<file path="src/usbreq_pkg.sv">
`timescale 1ns / 1ps
package usbreq_pkg;

  // Endpoint-zero packet size and the largest packet the engine emits
  localparam int unsigned Ep0PacketBytes = 8;
  localparam int unsigned PktBytes = (Ep0PacketBytes < 8) ? Ep0PacketBytes : 8;
  localparam int unsigned CfgTotal = 32;

  typedef enum logic [1:0] {
    KIND_DATA  = 2'd0,
    KIND_ZLP   = 2'd1,
    KIND_STALL = 2'd2,
    KIND_NONE  = 2'd3
  } kind_e;

  typedef enum logic [1:0] {
    LINK_UNINIT  = 2'd0,
    LINK_READY   = 2'd1,
    LINK_BUSY    = 2'd2,
    LINK_SUSPEND = 2'd3
  } link_e;

  typedef enum logic [2:0] {
    OP_SETUP   = 3'd0,
    OP_IN_ACK  = 3'd1,
    OP_RESET   = 3'd2,
    OP_SUSPEND = 3'd3,
    OP_RESUME  = 3'd4
  } op_e;

  localparam logic [7:0] REQ_GET_STATUS = 8'h00;
  localparam logic [7:0] REQ_CLR_FEAT   = 8'h01;
  localparam logic [7:0] REQ_SET_FEAT   = 8'h03;
  localparam logic [7:0] REQ_SET_ADDR   = 8'h05;
  localparam logic [7:0] REQ_GET_DESC   = 8'h06;
  localparam logic [7:0] REQ_GET_CFG    = 8'h08;
  localparam logic [7:0] REQ_SET_CFG    = 8'h09;
  localparam logic [7:0] REQ_SET_IFACE  = 8'h0B;

  localparam logic [7:0] DESC_DEVICE = 8'd1;
  localparam logic [7:0] DESC_CONFIG = 8'd2;
  localparam logic [7:0] DESC_STRING = 8'd3;
  localparam logic [7:0] DESC_QUAL   = 8'd6;

  // Descriptor sources
  localparam logic [2:0] SRC_SMALL = 3'd0;
  localparam logic [2:0] SRC_DEV   = 3'd1;
  localparam logic [2:0] SRC_CFG   = 3'd2;
  localparam logic [2:0] SRC_LANG  = 3'd3;
  localparam logic [2:0] SRC_STR1  = 3'd4;
  localparam logic [2:0] SRC_STR2  = 3'd5;
  localparam logic [2:0] SRC_QUAL  = 3'd6;

  localparam logic [7:0] PKT8 = 8'(Ep0PacketBytes);

  localparam logic [7:0] DEV_DESC [18] = '{
    8'd18, 8'd1, 8'h00, 8'h02, 8'd2, 8'd0, 8'd0, PKT8,
    8'd0, 8'd0, 8'd0, 8'd0, 8'h00, 8'h00, 8'd1, 8'd2, 8'd0, 8'd1};
  localparam logic [7:0] CFG_DESC [32] = '{
    8'd9, 8'd2, 8'h20, 8'h00, 8'd1, 8'd1, 8'd0, 8'hC0, 8'd0,
    8'd9, 8'd4, 8'd0, 8'd0, 8'd2, 8'hFF, 8'hFF, 8'hFF, 8'd0,
    8'd7, 8'd5, 8'h01, 8'h02, 8'd64, 8'd0, 8'd0,
    8'd7, 8'd5, 8'h82, 8'h02, 8'd64, 8'd0, 8'd0};
  localparam logic [7:0] LANG_DESC [4] = '{8'd4, 8'd3, 8'h09, 8'h04};
  localparam logic [7:0] STR1_DESC [12] = '{
    8'd12, 8'd3, 8'h4C, 8'd0, 8'h45, 8'd0, 8'h47, 8'd0, 8'h4F, 8'd0, 8'd0, 8'd0};
  localparam logic [7:0] STR2_DESC [12] = '{
    8'd12, 8'd3, 8'h4E, 8'd0, 8'h78, 8'd0, 8'h4F, 8'd0, 8'h53, 8'd0, 8'd0, 8'd0};
  localparam logic [7:0] QUAL_DESC [10] = '{
    8'd10, 8'd6, 8'h00, 8'h02, 8'd2, 8'd0, 8'd0, PKT8, 8'd1, 8'd0};

  // One descriptor byte; ids patched into the device descriptor
  function automatic logic [7:0] rom_byte(input logic [2:0] src, input logic [5:0] off,
                                          input logic [15:0] vid, input logic [15:0] pid);
    logic [7:0] b;
    b = 8'd0;
    case (src)
      SRC_DEV: begin
        if (off == 6'd8) b = vid[7:0];
        else if (off == 6'd9) b = vid[15:8];
        else if (off == 6'd10) b = pid[7:0];
        else if (off == 6'd11) b = pid[15:8];
        else if (off < 6'd18) b = DEV_DESC[off[4:0]];
      end
      SRC_CFG:  if (off < 6'd32) b = CFG_DESC[off[4:0]];
      SRC_LANG: if (off < 6'd4) b = LANG_DESC[off[1:0]];
      SRC_STR1: if (off < 6'd12) b = STR1_DESC[off[3:0]];
      SRC_STR2: if (off < 6'd12) b = STR2_DESC[off[3:0]];
      SRC_QUAL: if (off < 6'd10) b = QUAL_DESC[off[3:0]];
      default:  b = 8'd0;
    endcase
    return b;
  endfunction

  typedef enum logic {
    ST_IDLE = 1'b0,
    ST_EMIT = 1'b1
  } state_e;

endpackage

</file>
<file path="src/usb_control_request_responder.sv">
`timescale 1ns / 1ps
// Endpoint-zero standard request engine.
// Input channel (in_valid_i / in_ready_o): one setup packet or bus event per
// transfer. Output channel (out_valid_o / out_ready_i): one result per
// transfer; data bytes of a packet come one per transfer, last_of_packet_o
// marks the final result caused by an input. Every input causes at least one
// result (kind "no packet" when nothing is sent).
// Config channel (cfg_valid_i / cfg_ready_o): index 0 vendor id, 1 product id;
// always ready, write only while no input is in flight.
// Flow: the input is decoded in the cycle it is accepted and the plan and
// state registers take it; the sequencer then fills the output register and
// walks the descriptor ROM one byte per cycle while the receiver does not
// stall, giving at most 8 results (one packet) per input. The input is not ready
// while results of the current item are still being produced.
// Stalls: when the receiver holds out_ready_i low the output register holds
// its result and the sequencer waits.
// Reset: asynchronous, active low; clears address, configuration, link
// status and transfer state and loads the default vendor and product ids.
module usb_control_request_responder
  import usbreq_pkg::*;
(
  input  logic        clk_i,
  input  logic        rst_ni,
  input  logic        cfg_valid_i,
  output logic        cfg_ready_o,
  input  logic        cfg_index_i,
  input  logic [15:0] cfg_data_i,
  input  logic        in_valid_i,
  output logic        in_ready_o,
  input  logic [2:0]  op_i,
  input  logic [7:0]  request_type_i,
  input  logic [7:0]  request_code_i,
  input  logic [15:0] request_value_i,
  input  logic [15:0] request_index_i,
  input  logic [15:0] request_length_i,
  output logic        out_valid_o,
  input  logic        out_ready_i,
  output logic [1:0]  kind_o,
  output logic [7:0]  data_byte_o,
  output logic        last_of_packet_o,
  output logic [6:0]  device_address_o,
  output logic        configured_o,
  output logic [7:0]  current_configuration_o,
  output logic [1:0]  link_status_o
);

  localparam logic [3:0] PKT = 4'(PktBytes);

  // Function state
  logic [15:0] vid_q, pid_q;
  logic [1:0]  stat_q, stat_d, stat_sv_q, stat_sv_d;
  logic [6:0]  pend_q, pend_d, addr_q, addr_d;
  logic [7:0]  selcfg_q, selcfg_d;
  logic        cfgd_q, cfgd_d;
  logic [2:0]  src_q, src_d;
  logic [5:0]  off_q, off_d, rem_q, rem_d;
  logic        zpo_q, zpo_d;

  // Emission plan
  state_e      state_q, state_d;
  kind_e       pkind_q, pkind_d;
  logic [3:0]  pcnt_q, pcnt_d;
  logic [2:0]  psrc_q, psrc_d;
  logic [5:0]  poff_q, poff_d;
  logic [7:0]  pb0_q, pb0_d;
  logic [3:0]  k_q, k_d;

  // Output register
  logic        ov_q, ov_d;
  kind_e       okind_q, okind_d;
  logic [7:0]  odata_q, odata_d;
  logic        olast_q, olast_d;
  logic [6:0]  oaddr_q;
  logic        ocfgd_q;
  logic [7:0]  oselcfg_q;
  logic [1:0]  ostat_q;

  logic        in_fire, load;
  logic [5:0]  size, req_rem;
  logic [3:0]  npk;
  logic [7:0]  idx;
  logic [3:0]  total;

  assign cfg_ready_o = 1'b1;
  assign in_ready_o  = (state_q == ST_IDLE);
  assign in_fire     = in_valid_i && in_ready_o;
  assign idx         = request_value_i[7:0];

  // Decode the input and update the function state
  always_comb begin
    stat_d = stat_q; stat_sv_d = stat_sv_q; pend_d = pend_q; addr_d = addr_q;
    selcfg_d = selcfg_q; cfgd_d = cfgd_q; src_d = src_q; off_d = off_q;
    rem_d = rem_q; zpo_d = zpo_q;
    pkind_d = KIND_NONE; pcnt_d = 4'd0; psrc_d = SRC_SMALL; poff_d = 6'd0;
    pb0_d = 8'd0;
    size = 6'd0; req_rem = 6'd0; npk = 4'd0;
    unique case (op_i)
      OP_SETUP: begin
        src_d = SRC_SMALL; off_d = 6'd0; rem_d = 6'd0; zpo_d = 1'b0;
        unique case (request_code_i) inside
          REQ_GET_STATUS, REQ_GET_CFG: begin
            if (request_code_i == REQ_GET_STATUS) begin
              size = 6'd2;
              pb0_d = {7'd0, request_type_i[3:0] == 4'd0};
            end else begin
              size = 6'd1;
              pb0_d = selcfg_q;
            end
            req_rem = (request_length_i > 16'(size)) ? size : request_length_i[5:0];
            pcnt_d = req_rem[3:0];
            pkind_d = (req_rem == 6'd0) ? KIND_ZLP : KIND_DATA;
            stat_d = LINK_BUSY;
          end
          REQ_CLR_FEAT, REQ_SET_FEAT, REQ_SET_IFACE: begin
            pkind_d = KIND_ZLP; stat_d = LINK_BUSY;
          end
          REQ_SET_ADDR: begin
            pend_d = request_value_i[6:0];
            pkind_d = KIND_ZLP; stat_d = LINK_BUSY;
            if (request_value_i[6:0] == 7'd0) begin
              addr_d = 7'd0; cfgd_d = 1'b0;
            end
          end
          REQ_SET_CFG: begin
            selcfg_d = idx; cfgd_d = (idx != 8'd0);
            pkind_d = KIND_ZLP; stat_d = LINK_BUSY;
          end
          REQ_GET_DESC: begin
            pkind_d = KIND_STALL;
            unique case (request_value_i[15:8])
              DESC_DEVICE: begin src_d = SRC_DEV; size = 6'd18; end
              DESC_CONFIG: begin
                src_d = SRC_CFG; size = 6'(CfgTotal);
                zpo_d = (request_length_i > 16'(CfgTotal));
              end
              DESC_STRING: begin
                if (idx == 8'd0) begin src_d = SRC_LANG; size = 6'd4; end
                else if (idx == 8'd1) begin src_d = SRC_STR1; size = 6'd12; end
                else if (idx == 8'd2) begin src_d = SRC_STR2; size = 6'd12; end
              end
              DESC_QUAL: begin src_d = SRC_QUAL; size = 6'd10; end
              default: src_d = SRC_SMALL;
            endcase
            if (size != 6'd0) begin
              req_rem = (request_length_i > 16'(size)) ? size : request_length_i[5:0];
              npk = (req_rem > 6'(PKT)) ? PKT : req_rem[3:0];
              pcnt_d = npk; psrc_d = src_d; poff_d = 6'd0;
              pkind_d = (npk == 4'd0) ? KIND_ZLP : KIND_DATA;
              off_d = 6'(npk); rem_d = req_rem - 6'(npk);
              stat_d = LINK_BUSY;
            end
          end
          default: pkind_d = KIND_STALL;
        endcase
      end
      OP_IN_ACK: begin
        stat_d = LINK_READY;
        if (pend_q != 7'd0) begin
          addr_d = pend_q; pend_d = 7'd0; cfgd_d = 1'b0;
        end
        if (rem_q != 6'd0) begin
          npk = (rem_q > 6'(PKT)) ? PKT : rem_q[3:0];
          pcnt_d = npk; psrc_d = src_q; poff_d = off_q; pkind_d = KIND_DATA;
          off_d = off_q + 6'(npk); rem_d = rem_q - 6'(npk);
          stat_d = LINK_BUSY;
        end else if (zpo_q) begin
          zpo_d = 1'b0; pkind_d = KIND_ZLP; stat_d = LINK_BUSY;
        end
      end
      OP_RESET: begin
        stat_d = LINK_UNINIT; pend_d = 7'd0; addr_d = 7'd0; selcfg_d = 8'd0;
        cfgd_d = 1'b0; src_d = SRC_SMALL; off_d = 6'd0; rem_d = 6'd0; zpo_d = 1'b0;
      end
      OP_SUSPEND: begin stat_sv_d = stat_q; stat_d = LINK_SUSPEND; end
      OP_RESUME:  stat_d = stat_sv_q;
      default:    pkind_d = KIND_NONE;
    endcase
  end

  // Sequencer: one result per cycle into the output register while the receiver does not stall
  assign total = (pcnt_q == 4'd0) ? 4'd1 : pcnt_q;
  assign load  = (state_q == ST_EMIT) && (!ov_q || out_ready_i);

  always_comb begin
    state_d = state_q; k_d = k_q;
    ov_d = ov_q && !out_ready_i;
    okind_d = okind_q; odata_d = odata_q; olast_d = olast_q;
    unique case (state_q)
      ST_IDLE: begin
        if (in_fire) begin
          state_d = ST_EMIT; k_d = 4'd0;
        end
      end
      ST_EMIT: begin
        if (load) begin
          ov_d = 1'b1;
          okind_d = (pcnt_q == 4'd0) ? pkind_q : KIND_DATA;
          if (pcnt_q == 4'd0) odata_d = 8'd0;
          else if (psrc_q == SRC_SMALL) odata_d = (k_q == 4'd0) ? pb0_q : 8'd0;
          else odata_d = rom_byte(psrc_q, poff_q + 6'(k_q), vid_q, pid_q);
          olast_d = (k_q == total - 4'd1);
          k_d = k_q + 4'd1;
          if (k_q == total - 4'd1) state_d = ST_IDLE;
        end
      end
      default: state_d = ST_IDLE;
    endcase
  end

  // Control and function state
  always_ff @(posedge clk_i or negedge rst_ni) begin
    if (!rst_ni) begin
      state_q <= ST_IDLE; ov_q <= 1'b0; k_q <= 4'd0;
      vid_q <= 16'd1684; pid_q <= 16'd65280;
      stat_q <= LINK_UNINIT; stat_sv_q <= LINK_UNINIT; pend_q <= 7'd0; addr_q <= 7'd0;
      selcfg_q <= 8'd0; cfgd_q <= 1'b0; src_q <= SRC_SMALL; off_q <= 6'd0;
      rem_q <= 6'd0; zpo_q <= 1'b0;
    end else begin
      state_q <= state_d; ov_q <= ov_d; k_q <= k_d;
      if (cfg_valid_i && cfg_ready_o) begin
        if (cfg_index_i == 1'b0) vid_q <= cfg_data_i;
        else pid_q <= cfg_data_i;
      end
      if (in_fire) begin
        stat_q <= stat_d; stat_sv_q <= stat_sv_d; pend_q <= pend_d; addr_q <= addr_d;
        selcfg_q <= selcfg_d; cfgd_q <= cfgd_d; src_q <= src_d; off_q <= off_d;
        rem_q <= rem_d; zpo_q <= zpo_d;
      end
    end
  end

  // Plan and output payload
  always_ff @(posedge clk_i) begin
    if (in_fire) begin
      pkind_q <= pkind_d; pcnt_q <= pcnt_d; psrc_q <= psrc_d; poff_q <= poff_d;
      pb0_q <= pb0_d;
    end
    if (load) begin
      okind_q <= okind_d; odata_q <= odata_d; olast_q <= olast_d;
      oaddr_q <= addr_q; ocfgd_q <= cfgd_q; oselcfg_q <= selcfg_q; ostat_q <= stat_q;
    end
  end

  assign out_valid_o             = ov_q;
  assign kind_o                  = okind_q;
  assign data_byte_o             = odata_q;
  assign last_of_packet_o        = olast_q;
  assign device_address_o        = oaddr_q;
  assign configured_o            = ocfgd_q;
  assign current_configuration_o = oselcfg_q;
  assign link_status_o           = ostat_q;

endmodule

</file>
<file path="config.mk">
export PLATFORM = sky130hd
export DESIGN_NAME = usb_control_request_responder
export DESIGN_NICKNAME = d
export VERILOG_FILES = /design/src/usbreq_pkg.sv /design/src/usb_control_request_responder.sv
export SDC_FILE = /design/constraint.sdc
export NUM_CORES = 1
export LEC_CHECK = 0
export BUFFER_PORTS_ARGS = -buffer_cell sky130_fd_sc_hd__buf_4
export CAP_MARGIN = 20
export CORE_AREA = 2 2 137 139
export DETAILED_ROUTE_END_ITERATION = 16
export DIE_AREA = 0 0 139 141
export PLACE_DENSITY_LB_ADDON = 0.1
export SLEW_MARGIN = 40
export SYNTH_ARGS = -nofsm -noshare
export SYNTH_HDL_FRONTEND = slang
export SYNTH_SLANG_ARGS = --single-unit
</file>
<file path="constraint.sdc">
create_clock -name clk_i -period 3.24 [get_ports clk_i]
set_clock_uncertainty 0.2 [all_clocks]
set_input_delay 0.162 -clock clk_i [delete_from_list [all_inputs] [get_ports clk_i]]
set_output_delay 0.162 -clock clk_i [all_outputs]
set_load 0.02 [all_outputs]
</file>
Word-level counts from Yosys, hierarchy flattened --
Memories as Yosys holds them, arrays and structs flattened. Cells that the tools add are included.
Cells by class: bitwise gates (word level) 7, $lt $le $gt $ge 13, multiplexer cells 101, equality and inequality tests 40, add/subtract/negate cells 6, reductions and logical operators 42
Operators with widths (count):
- $mux W8 | 25
- $mux W6 | 10
- $mux W4 | 12
- $pmux W8 S6 | 1
- $pmux W7 S3 | 2
- $pmux W6 S3 | 2
- $mux W7 | 5
- $eq A8 B2 Y1 const B | 4
- $gt A16 B6 Y1 | 2
- $eq A6 B4 Y1 const B | 4
- $eq A8 B1 Y1 const B | 3
- $eq A8 B3 Y1 const B | 3
- $eq A8 B4 Y1 const B | 3
- $pmux W4 S2 | 3
- $pmux W6 S4 | 1
- $mux W3 | 7
- $bmux W8 S2 | 1
- $gt A16 B6 Y1 const B | 1
- $logic_not A4 Y1 | 4
- $logic_not A8 Y1 | 2
- $pmux W8 S2 | 1
- $reduce_and A2 Y1 | 8
- $mux W2 | 7
- $mux W1 | 13
- 49 further kinds | 85
Word-level totals: bits in registers 133, memories kept 5, ROM bits 896, input bits 89, word-level logic and storage cells 242, output and inout bits 32
Memories:
- (name not given) | words 32, bits a word 8, read ports 1, clocked after memory_dff 0, wr ports 0, RTL line usbreq_pkg.sv:85 | SRC_CFG: if (off < 6'd32) b = CFG_DESC[off[4:0]];
- (name not given) | words 32, bits a word 8, read ports 1, clocked after memory_dff 0, wr ports 0, RTL line usbreq_pkg.sv:83 | else if (off < 6'd18) b = DEV_DESC[off[4:0]];
- (name not given) | words 16, bits a word 8, read ports 1, clocked after memory_dff 0, wr ports 0, RTL line usbreq_pkg.sv:89 | SRC_QUAL: if (off < 6'd10) b = QUAL_DESC[off[3:0]];
- (name not given) | words 16, bits a word 8, read ports 1, clocked after memory_dff 0, wr ports 0, RTL line usbreq_pkg.sv:88 | SRC_STR2: if (off < 6'd12) b = STR2_DESC[off[3:0]];
- (name not given) | words 16, bits a word 8, read ports 1, clocked after memory_dff 0, wr ports 0, RTL line usbreq_pkg.sv:87 | SRC_STR1: if (off < 6'd12) b = STR1_DESC[off[3:0]];

Logic depth before layout (Yosys ltp) --
Gate-level depths: netlist (run 1).
depth after elaboration 16, depth in mapped cells 18, mapped depth without buffers 18

Least setup slack after synthesis (run 1) --
Ideal clock, no wire load.
path type in2reg, start point in request_value_i[13], end point reg rem_q[1], buffers on the path 0, library setup time 0.126 ns, slack -0.568 ns, cell stages on the path 15, arrival 3.482 ns, required time 2.914 ns, cells stage by stage or4_4 > nor3_1 > nand4_1 > nor2_1 > inv_1 > ha_1 > nor2b_1 > o21ai_0 > nand3_1 > a21oi_2 > mux2i_1 > nand2b_1 > ha_1 > a221oi_1 > nor2_1
Between the ends: cells in the longest elaborated chain, start to end 12, elaborated cells between the ends (all ways) 16, those cells by class add/sub: 1; order compare: 2; eq/ne: 4; mux: 8; reduce/logical: 1
Ends and longest elaborated chain:
- from (decl) | RTL line usb_control_request_responder.sv:33 | input logic [15:0] request_value_i,
- $eq A8 B3 Y1, or another cell as far along | RTL line usb_control_request_responder.sv:130 | unique case (request_value_i[15:8])
- $pmux W6 S4 (*) | RTL line usb_control_request_responder.sv:130
- $mux W6 (*) | RTL line usb_control_request_responder.sv:100 | unique case (request_code_i) inside
- $mux W6 (*) | RTL line usb_control_request_responder.sv:97 | unique case (op_i)
- $gt A16 B6 Y1 | RTL line usb_control_request_responder.sv:145 | req_rem = (request_length_i > 16'(size)) ? size : request_length_i[5:0];
- $mux W6 | RTL line usb_control_request_responder.sv:145
- $gt A6 B4 Y1 | RTL line usb_control_request_responder.sv:146 | npk = (req_rem > 6'(PKT)) ? PKT : req_rem[3:0];
- $mux W4 | RTL line usb_control_request_responder.sv:146
- $sub A6 B4 Y6 | RTL line usb_control_request_responder.sv:149 | off_d = 6'(npk); rem_d = req_rem - 6'(npk);
- $mux W6 (*) | RTL line usb_control_request_responder.sv:144 | if (size != 6'd0) begin
- $mux W6 (*) | RTL line usb_control_request_responder.sv:100
- $pmux W6 S3 (*) | RTL line usb_control_request_responder.sv:97
- to (signal assigned) | RTL line usb_control_request_responder.sv:227 | rem_q <= rem_d; zpo_q <= zpo_d;
- to (decl) | RTL line usb_control_request_responder.sv:56 | logic [5:0] off_q, off_d, rem_q, rem_d;
Mark *: on every way between the ends. The rest lies on a longest branch, timed or not. The select of a mux whose other input is x is not followed. A chain may end at the register's enable or synchronous reset.

Worst setup path after layout (run 1) --
start point in request_value_i[9], end point reg off_q[2]
Between the ends: cells in the longest elaborated chain, start to end 11, elaborated cells between the ends (all ways) 15, those cells by class order compare: 2; eq/ne: 4; mux: 8; reduce/logical: 1
Ends and longest elaborated chain:
- $eq A8 B3 Y1, or another cell as far along | RTL line usb_control_request_responder.sv:130
- $pmux W6 S4 (*) | RTL line usb_control_request_responder.sv:130
- $mux W6 (*) | RTL line usb_control_request_responder.sv:100
- $mux W6 (*) | RTL line usb_control_request_responder.sv:97
- $gt A16 B6 Y1 | RTL line usb_control_request_responder.sv:145
- $mux W6 | RTL line usb_control_request_responder.sv:145
- $gt A6 B4 Y1 | RTL line usb_control_request_responder.sv:146
- $mux W4 | RTL line usb_control_request_responder.sv:146
- $mux W4 (*) | RTL line usb_control_request_responder.sv:144
- $mux W4 (*) | RTL line usb_control_request_responder.sv:100
- $pmux W6 S3 (*) | RTL line usb_control_request_responder.sv:97
- to (signal assigned) | RTL line usb_control_request_responder.sv:216 | selcfg_q <= 8'd0; cfgd_q <= 1'b0; src_q <= SRC_SMALL; off_q <= 6'd0;
- to (signal assigned) | RTL line usb_control_request_responder.sv:226 | selcfg_q <= selcfg_d; cfgd_q <= cfgd_d; src_q <= src_d; off_q <= off_d;
- to (decl) | RTL line usb_control_request_responder.sv:56
Marked as above.

==> results of run 1 <==
-- power breakdown --
part	total, W	internal [W]	switching (W)
sequential	0.00242	0.00220	0.000226
clock	0.00195	0.00108	0.000869
combinational	0.00376	0.00153	0.00223
total	0.00813	0.00480	0.00333
-- worst min-delay path by stage --
stage / end / slack, ns / depth (start not counted)
final: pkind_q[0] / 0.03 / 3
after global routing: pkind_q[0] / 0.03 / 3
after CTS: pkind_q[0] / 0.009 / 3
after detailed placement: vid_q[12] / 0.08 / 1
after global placement: pid_q[12] / 0.20 / 2
after floorplan: addr_q[0] / -0.33 / 0
-- routing by layer --
layer / track usage [%] / up-vias / wire, um
met2: 39.7 / 231 / 11300
met4: 9.41 / 0 / 664
met5: 0 / - / 0
met1: 30.5 / 3465 / 10100
li1: - / 3388 / -
met3: 4.08 / 46 / 976
-- stage by stage --
step / total power [W] / setup WS [ns] / hold WS, ns / area (sq um) / setup TNS [ns]
after detailed placement: 0.00603 / -0.431 / 0.0779 / 9350 / -3.62
after global routing: 0.00862 / -0.0395 / 0.0330 / 10400 / -0.0395
after CTS: 0.00805 / 0.00434 / 0.00914 / 10300 / 0
after floorplan: 0.00451 / -0.0935 / -0.334 / 7930 / -0.193
after global placement: 0.00598 / -0.329 / 0.204 / 9340 / -2.09
final: 0.00813 / 0.0978 / 0.0262 / 10400 / 0
-- cell usage after synthesis (16+ instances only) --
cell type and count:
ha_1 26, and3_1 16, nand3_1 46, a21oi_1 45, nand2_1 83, clkbuf_1 25
mux2_2 36, o21ai_0 63, and2_1 16, nor2_1 57, edfxtp_1 52, dfrtp_1 68
inv_1 40, nor3_1 26
-- critical path: cells and delay by family --
family                   cells  cell delay, ns
multiplexers                 1            0.27
AO/OA/AOI/OAI                3            0.54
adder cells (fa/ha/maj)      1            0.29
AND/OR/NAND/NOR              4            1.13
buffers and inverters        3            0.88
-- sequential cells by signal (all words and copies together), names as in the netlist, 3 cells and up --
signal and flops:
pid_q 16, vid_q 16, current_configuration_o 8, data_byte_o 8, pb0_q 8, selcfg_q 8, addr_q 7, device_address_o 7
pend_q 7, off_q 6, poff_q 6, rem_q 6, k_q 4, pcnt_q 4, psrc_q 3, src_q 3
-- kinds of logic after synthesis --
family / count (synthesis) / synth area share (%)
mux: 43 / 6.06
other cells: 2 / 0.0957
buf+inv: 73 / 3.96
flops: 133 / 46.0
xor+xnor: 16 / 1.79
compound gates: 210 / 17.2
fa+ha+maj: 28 / 4.66
simple gates: 314 / 20.3
-- layout make-up --
type / instances / share of cell area, %
clock buffer: 18 / 4.32
sequential: 133 / 34.6
inverter: 40 / 1.44
multi-input combinational: 616 / 39.6
clock inverter: 14 / 1.45
timing repair buffer: 204 / 15.8
tap: 234 / 2.81
-- repair_timing --
| action | in CTS | in global routing |
|---|---|---|
| hold buffers | 36 | 0 |
| endpoints found under the setup margin | 1 | 17 |
| hold endpoints to repair | 126 | 0 |
| buffers inserted | 0 | 0 |
| gates resized for setup | 2 | 27 |
| pin swaps | 0 | 9 |
==> impl_metrics.tcl, run 1 <==
set metrics [dict create \
    status "finished clean" \
    path_clk_slew_ns 0.07 \
    insertion_delay_ns 0.43 \
    ir_drop_mv 0.391 \
    first_pass_iters 5 \
    fmax_mhz 318 \
    mostFrequentLayoutCell "buf_4" \
    end_kind "register" \
    fin_crit_ns 3.14 \
    hpwl_mm 17.2 \
    cts_buffer_depth 2 \
    yosysWarnings 0 \
    synth_top_cell_area_share_pct 21.7 \
    critPathCapture "off_q[2]" \
    fin_nets 1129 \
    power_density_nw_per_um2 779 \
    die_h_um 141 \
    regArea_sq_um 3610 \
    drcViolationCount 0 \
    ioPinCount 121 \
    start_util_pct 42.9 \
    place_congestion 0.914 \
    p_leak_nw 4.40 \
    synth.area.top_cells "dfrtp_1, edfxtp_1, mux2_2, dfstp_2, ha_1" \
    cts_buffers 17 \
    cts.sinks 133 \
    crit_slowest_cell "dlygate4sd3_1" \
    path_max_fanout 10 \
    wl_per_cell_um 18.3 \
    antenna_found_initial 0 \
    worstMarginPinSlew_ns 0.733 \
    maxSlewViolCount 0 \
    cap_violations 0 \
    final_core_util_pct 57.1 \
    drt_iter0_drc 503 \
    synthesis.area_sq_um 7840 \
    layout_common_cells "buf_4, nand2_1, dfrtp_1" \
    finalHoldViolCount 0 \
    hp-start "op_i[0]" \
    drt-total-wl_mm 23.0 \
    multi_input_area_sq_um 4140 \
    numPortBuffers 99 \
    grt_util_all_layers_pct 23.6 \
    synth_edf_count 52 \
    clock-root-buffer "clkbuf_16" \
    cpPeakStageDelay_ns 0.55 \
    crit_start "request_value_i[9]" \
    num_rows 50 \
    setup_viol 0 \
    rrSetupSlack_ns 0.11 \
    hold_path_class "in -> reg" \
    core_sq_um 18300 \
    yosysSeqAreaShare_pct 46.0 \
    drive_gt1_share_pct 29.3 \
    grt_pass1_vias 7224 \
    die_area_sq_um 19600 \
    worstSetupPathType "in -> reg" \
    slew_headroom_pct 51.1 \
    grt-ovfl-total 0 \
    num_vias 7130 \
    grt_pass1_wl_mm 37.1 \
    worstPathArrival_ns 3.29 \
    grt_max_degree 82 \
    synth.avg_cell_area_sq_um 9.58 \
    reg2reg_depth 11 \
    regToRegStartpoint "k_q[0]" \
    cts_tree "yes" \
    worstReg2RegEnd "data_byte_o[0]" \
    yosys.cell_types.count 80 \
    viasPerCell 5.66 \
    crit_chain "dlygate4sd3_1 -> buf_6 -> nand2b_4 -> or4_4 -> ha_4 -> and4_4 -> a32oi_2 -> a21oi_4 -> mux2i_4 -> buf_4 -> or3b_1 -> a21oi_1" \
    fin_cells 1259 \
    final.period_utilization_pct 97.0 \
    crit_path_start_kind "input port" \
    num_antenna_cells 0 \
    ant_nets 0 \
    die_w_um 139 \
    grt_setup_unrepaired "yes" \
    area_growth_pct 33.1 \
    synthCells 819 \
    worstPathRequired_ns 3.38 \
    place_inst 1191 \
    synth_top_area_cell "dfrtp_1" \
    ys.flop_type "dfrtp_1" \
    h-tree-depth 4 \
    synthArstFlopShare_pct 60.9 \
    nFillCells 1648 \
    ys_ff_latch 133 \
]
No activity file was read; power rests on OpenSTA's default activity.
==> inputs of run 2 (changes only) <==
--- a/config.mk
+++ b/config.mk
@@ -9,5 +9,5 @@
 export CAP_MARGIN = 20
-export CORE_AREA = 2 2 137 139
+export CORE_AREA = 2 2 192 100
 export DETAILED_ROUTE_END_ITERATION = 16
-export DIE_AREA = 0 0 139 141
+export DIE_AREA = 0 0 194 102
 export PLACE_DENSITY_LB_ADDON = 0.1
--- a/constraint.sdc
+++ b/constraint.sdc
@@ -4,2 +4,2 @@
 set_output_delay 0.162 -clock clk_i [all_outputs]
-set_load 0.02 [all_outputs]
+set_load 0.005 [all_outputs]
==> impl_metrics.tcl, run 2 (same netlist as run 1, synthesis figures left out) <==
set metrics [dict create \
    slew_headroom_pct 47.2 \
    die_h_um 102 \
    grt_util_all_layers_pct 27.8 \
    drive_gt1_share_pct 30.3 \
    worstPathRequired_ns 3.34 \
    hold_path_depth 3 \
    end_kind "register" \
    h-tree-depth 4 \
    core_sq_um 18000 \
    path_max_fanout 6 \
    final.period_utilization_pct 99.9 \
    worstMarginPinSlew_ns 0.790 \
    area_growth_pct 34.8 \
    internal-power_w 0.00492 \
    drt_iter0_drc 741 \
    reg.largest.list "pid_q x16, vid_q x16" \
    start_util_pct 43.5 \
    maxSlewViolCount 0 \
    fin_area_sq_um 10600 \
    fin_crit_ns 3.24 \
    num_antenna_cells 0 \
    antenna_found_initial 0 \
    fmax_mhz 309 \
    cts_buffer_depth 2 \
    fin_nets 1137 \
    regToRegStartpoint "k_q[0]" \
    hp-start "request_value_i[9]" \
    cts.sinks 133 \
    ioPinCount 121 \
    seqPwrFrac_pct 29.3 \
    die_area_sq_um 19800 \
    layout_common_cells "buf_4, nand2_1, dfrtp_1" \
    place_inst 1204 \
    worstReg2RegEnd "data_byte_o[6]" \
    setup_viol 0 \
    final_core_util_pct 58.6 \
    finalHoldViolCount 0 \
    place_congestion 0.940 \
    path_clk_slew_ns 0.07 \
    grt_pass1_wl_mm 41.7 \
    grt_max_degree 82 \
    reg2reg_depth 12 \
    drt-total-wl_mm 26.9 \
    viasPerCell 5.84 \
    fin_cells 1273 \
    status "finished clean" \
    hpwl_mm 20.6 \
    ir_drop_mv 0.770 \
    placed_cell_area_sq_um 9440 \
    worstPathArrival_ns 3.34 \
    ant_nets 0 \
    p_sw_w 0.00345 \
    clkPwrFrac_pct 22.6 \
    num_rows 35 \
    cap_violations 0 \
    crit_path_start_kind "register" \
    numPortBuffers 99 \
    switching_share_pct 41.2 \
    cts_tree "yes" \
    grt_pass1_vias 7133 \
    rrSetupSlack_ns 0.003 \
    drcViolationCount 0 \
    num_vias 7437 \
    finalSetupTns_ns 0 \
    insertion_delay_ns 0.42 \
    min_to "src_q[1]" \
    cts_buffers 17 \
    p_leak_nw 4.44 \
    worstSetupPathType "reg -> reg" \
    grt-ovfl-total 0 \
    hold_path_class "in -> reg" \
    mostFrequentLayoutCell "buf_4" \
    first_pass_iters 5 \
    wl_per_cell_um 21.1 \
    power_frac_comb_pct 48.1 \
    clock-root-buffer "clkbuf_16" \
    die_w_um 194 \
    power_density_nw_per_um2 791 \
]
## run 2: changes by cell type in the layout (fill, tap and decap cells not counted), moves of 3 or more
| cell | before | now |
|---|---|---|
| inv_8 | 6 | 2 |
| clkinv_4 | 1 | 4 |
| ha_4 | 2 | 5 |
| buf_4 | 164 | 170 |
| buf_12 | 1 | 4 |
| ha_2 | 4 | 1 |
## run 2: what timing repair did
item	4_1_cts	5_1_grt
setup endpoints to repair	3	18
cloned	0	0
hold buffers	35	0
gates resized for setup	3	36
buffers inserted	0	2
endpoints found under the hold margin	124	0
pin swaps	1	17
## run 2: power by group through the flow
stage | registers, W | logic [W] | clock network [W]
floorplan | 0.00240 | 0.00197 | 0
global placement | 0.00245 | 0.00361 | 0
detailed placement | 0.00246 | 0.00360 | 0
CTS | 0.00245 | 0.00367 | 0.00193
global route | 0.00249 | 0.00435 | 0.00202
finish | 0.00245 | 0.00402 | 0.00189
## run 2: metal layers
metal / track usage (%) / vias to the layer above / routed length (um)
met5: 0 / - / 0
met4: 3.55 / 0 / 65
met3: 9.21 / 8 / 2950
met2: 34.3 / 359 / 9930
met1: 46.0 / 3649 / 13900
li1: - / 3421 / -
## run 2: worst max path at each step
stage / startpoint / end / slack (ns) / cells past startpoint
2_1_floorplan: request_value_i[14] / off_q[2] / -0.09 / 13
3_3_place_gp: request_value_i[14] / rem_q[1] / -0.46 / 16
3_5_place_dp: request_value_i[14] / rem_q[1] / -0.47 / 16
4_1_cts: k_q[0] / data_byte_o[0] / 0.006 / 12
5_1_grt: poff_q[0] / data_byte_o[0] / -0.02 / 11
6_report: k_q[0] / data_byte_o[6] / 0.003 / 12
## run 2: worst max-delay path, cell delays in order, from the launching register on
cell and delay [ns]:
dfrtp_1 0.40, ha_2 0.20, fa_2 0.62, buf_4 0.17, nor2b_4 0.19, buf_4 0.19
nand2_1 0.08, a21oi_2 0.13, a21oi_2 0.04, o31ai_1 0.26, a222oi_1 0.15, a21oi_1 0.31
buf_4 0.16
## run 2: layout make-up
| cell class | count | area, sq um |
|---|---|---|
| clock inverters | 14 | 131 |
| repair buffers | 212 | 1740 |
| flip-flops and latches | 133 | 3600 |
| multi-input cells | 616 | 4200 |
| well taps | 240 | 300 |
| inverters | 40 | 150 |
| fillers | 1551 | 7470 |
| clock buffers | 18 | 450 |
## run 2: stage by stage
step	worst slack, ns	power [W]	hold WS [ns]
after floorplan	-0.0935	0.00437	-0.334
after global placement	-0.457	0.00606	0.203
after detailed placement	-0.475	0.00606	0.0823
after CTS	0.00557	0.00805	0.00421
after global routing	-0.0195	0.00886	0.0420
final	0.00265	0.00837	0.0316
==> inputs of run 3 (changes only) <==
MAX_ROUTING_LAYER = met4   (was default)
==> impl_metrics.tcl, run 3 (same netlist as run 1, synthesis figures left out) <==
set metrics [dict create \
    status "finished clean" \
    antenna_found_initial 0 \
    cap_violations 0 \
    layout_common_cells "buf_4, nand2_1, dfrtp_1" \
    fin_crit_ns 3.16 \
    grt-ovfl-total 0 \
    crit_slowest_cell "fa_2" \
    num_antenna_cells 0 \
    end_kind "register" \
    path_max_fanout 6 \
    core_sq_um 18000 \
    hpwl_mm 20.8 \
    hold_ws_ns 0.0291 \
    grt_util_all_layers_pct 29.3 \
    pre_cts_ws_ns -0.524 \
    drcViolationCount 0 \
    cpMostUsedCell "inv_1" \
    grt_pass1_vias 7192 \
    drive_gt1_share_pct 29.8 \
    mostFrequentLayoutCell "buf_4" \
    grt_setup_unrepaired "no" \
    drt_iter0_drc 652 \
    worstReg2RegEnd "data_byte_o[0]" \
    ioPinCount 121 \
    worstPathRequired_ns 3.20 \
    fin_total_pwr_w 0.00828 \
    drt-total-wl_mm 27.1 \
    maxSlewViolCount 0 \
    grt_max_degree 62 \
    wl_per_cell_um 21.2 \
    ir_drop_mv 0.768 \
    die_w_um 194 \
    start_util_pct 43.5 \
    fmax_mhz 316 \
    cpPeakStageDelay_ns 0.55 \
    worstSetupPathType "reg -> reg" \
    crit_path_start_kind "register" \
    num_rows 35 \
    hold_path_depth 5 \
    cts_buffers 17 \
    slew_headroom_pct 47.9 \
    cts_buffer_depth 2 \
    clock-root-buffer "clkbuf_16" \
    finalHoldViolCount 0 \
    crit_chain "ha_4 -> fa_2 -> inv_1 -> ha_1 -> inv_1 -> buf_4 -> nand2_1 -> a31oi_1 -> nor3_1 -> a211oi_2 -> o22ai_1" \
    cts.sinks 133 \
    power_density_nw_per_um2 783 \
    crit_start "poff_q[0]" \
    ant_nets 0 \
    hp-start "op_i[0]" \
    place_congestion 0.972 \
    worst_slack_ns 0.0770 \
    worstMarginPinSlew_ns 0.780 \
    path_clk_slew_ns 0.07 \
    worstPathArrival_ns 3.13 \
    grt_pass1_wl_mm 42.5 \
    numPortBuffers 99 \
    reg2reg_depth 11 \
    rrSetupSlack_ns 0.08 \
    die_area_sq_um 19800 \
    h-tree-depth 4 \
    first_pass_iters 7 \
    insertion_delay_ns 0.42 \
    placed_cell_area_sq_um 9460 \
    regToRegStartpoint "poff_q[0]" \
    p_leak_nw 4.45 \
    setup_viol 0 \
    final.period_utilization_pct 97.6 \
    hold_path_class "in -> reg" \
    reg.largest.list "pid_q x16, vid_q x16" \
    area_growth_pct 34.7 \
    fin_area_sq_um 10600 \
    fin_nets 1141 \
    min_to "zpo_q" \
    die_h_um 102 \
    viasPerCell 5.85 \
    num_vias 7472 \
    cts_tree "yes" \
]
==> run 3: through the flow <==
| stage | TNS (ns) | utilization (%) | instances |
|---|---|---|---|
| floorplan | -0.193 | - | 822 |
| global placement | -3.56 | 52.4 | 1206 |
| detailed placement | -5.04 | 52.4 | 1206 |
| finish | 0 | 58.6 | 1277 |
| CTS | 0 | 57.5 | 1273 |
| global route | 0 | 58.6 | 1277 |
==> run 3: layer usage <==
layer	vias to the layer above	share of wire [%]	global-route usage (%)
met1	3635	53	47.5
met5	-	0	-
met4	0	0.61	4.72
met2	389	35	34.8
li1	3430	-	-
met3	18	11	7.59
==> run 3: critical path, delay by kind of cell, from the launching register on <==
kind / cells / cell delay [ns]
compound gates: 3 / 0.62
fa+ha+maj: 3 / 1.06
buf+inv: 3 / 0.42
flops: 1 / 0.43
simple gates: 2 / 0.16
==> run 3: what timing repair did <==
item | 4_1_cts | 5_1_grt
hold buffers | 35 | 0
hold endpoints to repair | 106 | 0
cloned | 0 | 0
endpoints found under the setup margin | 5 | 20
gates resized for setup | 4 | 24
pin swaps | 3 | 12
setup buffers | 0 | 4
==> run 3: how the worst max path moves through the flow <==
stage / to / slack, ns / cells past startpoint
2_1_floorplan: off_q[2] / -0.09 / 13
5_1_grt: data_byte_o[0] / 0.004 / 11
3_3_place_gp: rem_q[1] / -0.43 / 16
3_5_place_dp: rem_q[1] / -0.52 / 16
4_1_cts: rem_q[1] / 0.002 / 16
6_report: data_byte_o[0] / 0.08 / 11
==> run 3: area by class of cell <==
class / count / area [sq um]
inverters: 40 / 150
clock buffers: 17 / 425
flip-flops and latches: 133 / 3600
repair buffers: 216 / 1800
clock inverters: 15 / 133
well taps: 240 / 300
multi-input cells: 616 / 4160
fillers: 1519 / 7470
==> run 3: where the power goes <==
group	total [W]	internal, W	switching [W]
clock	0.00188	0.00101	0.000863
combinational	0.00395	0.00161	0.00234
sequential	0.00245	0.00220	0.000250
total	0.00828	0.00482	0.00346
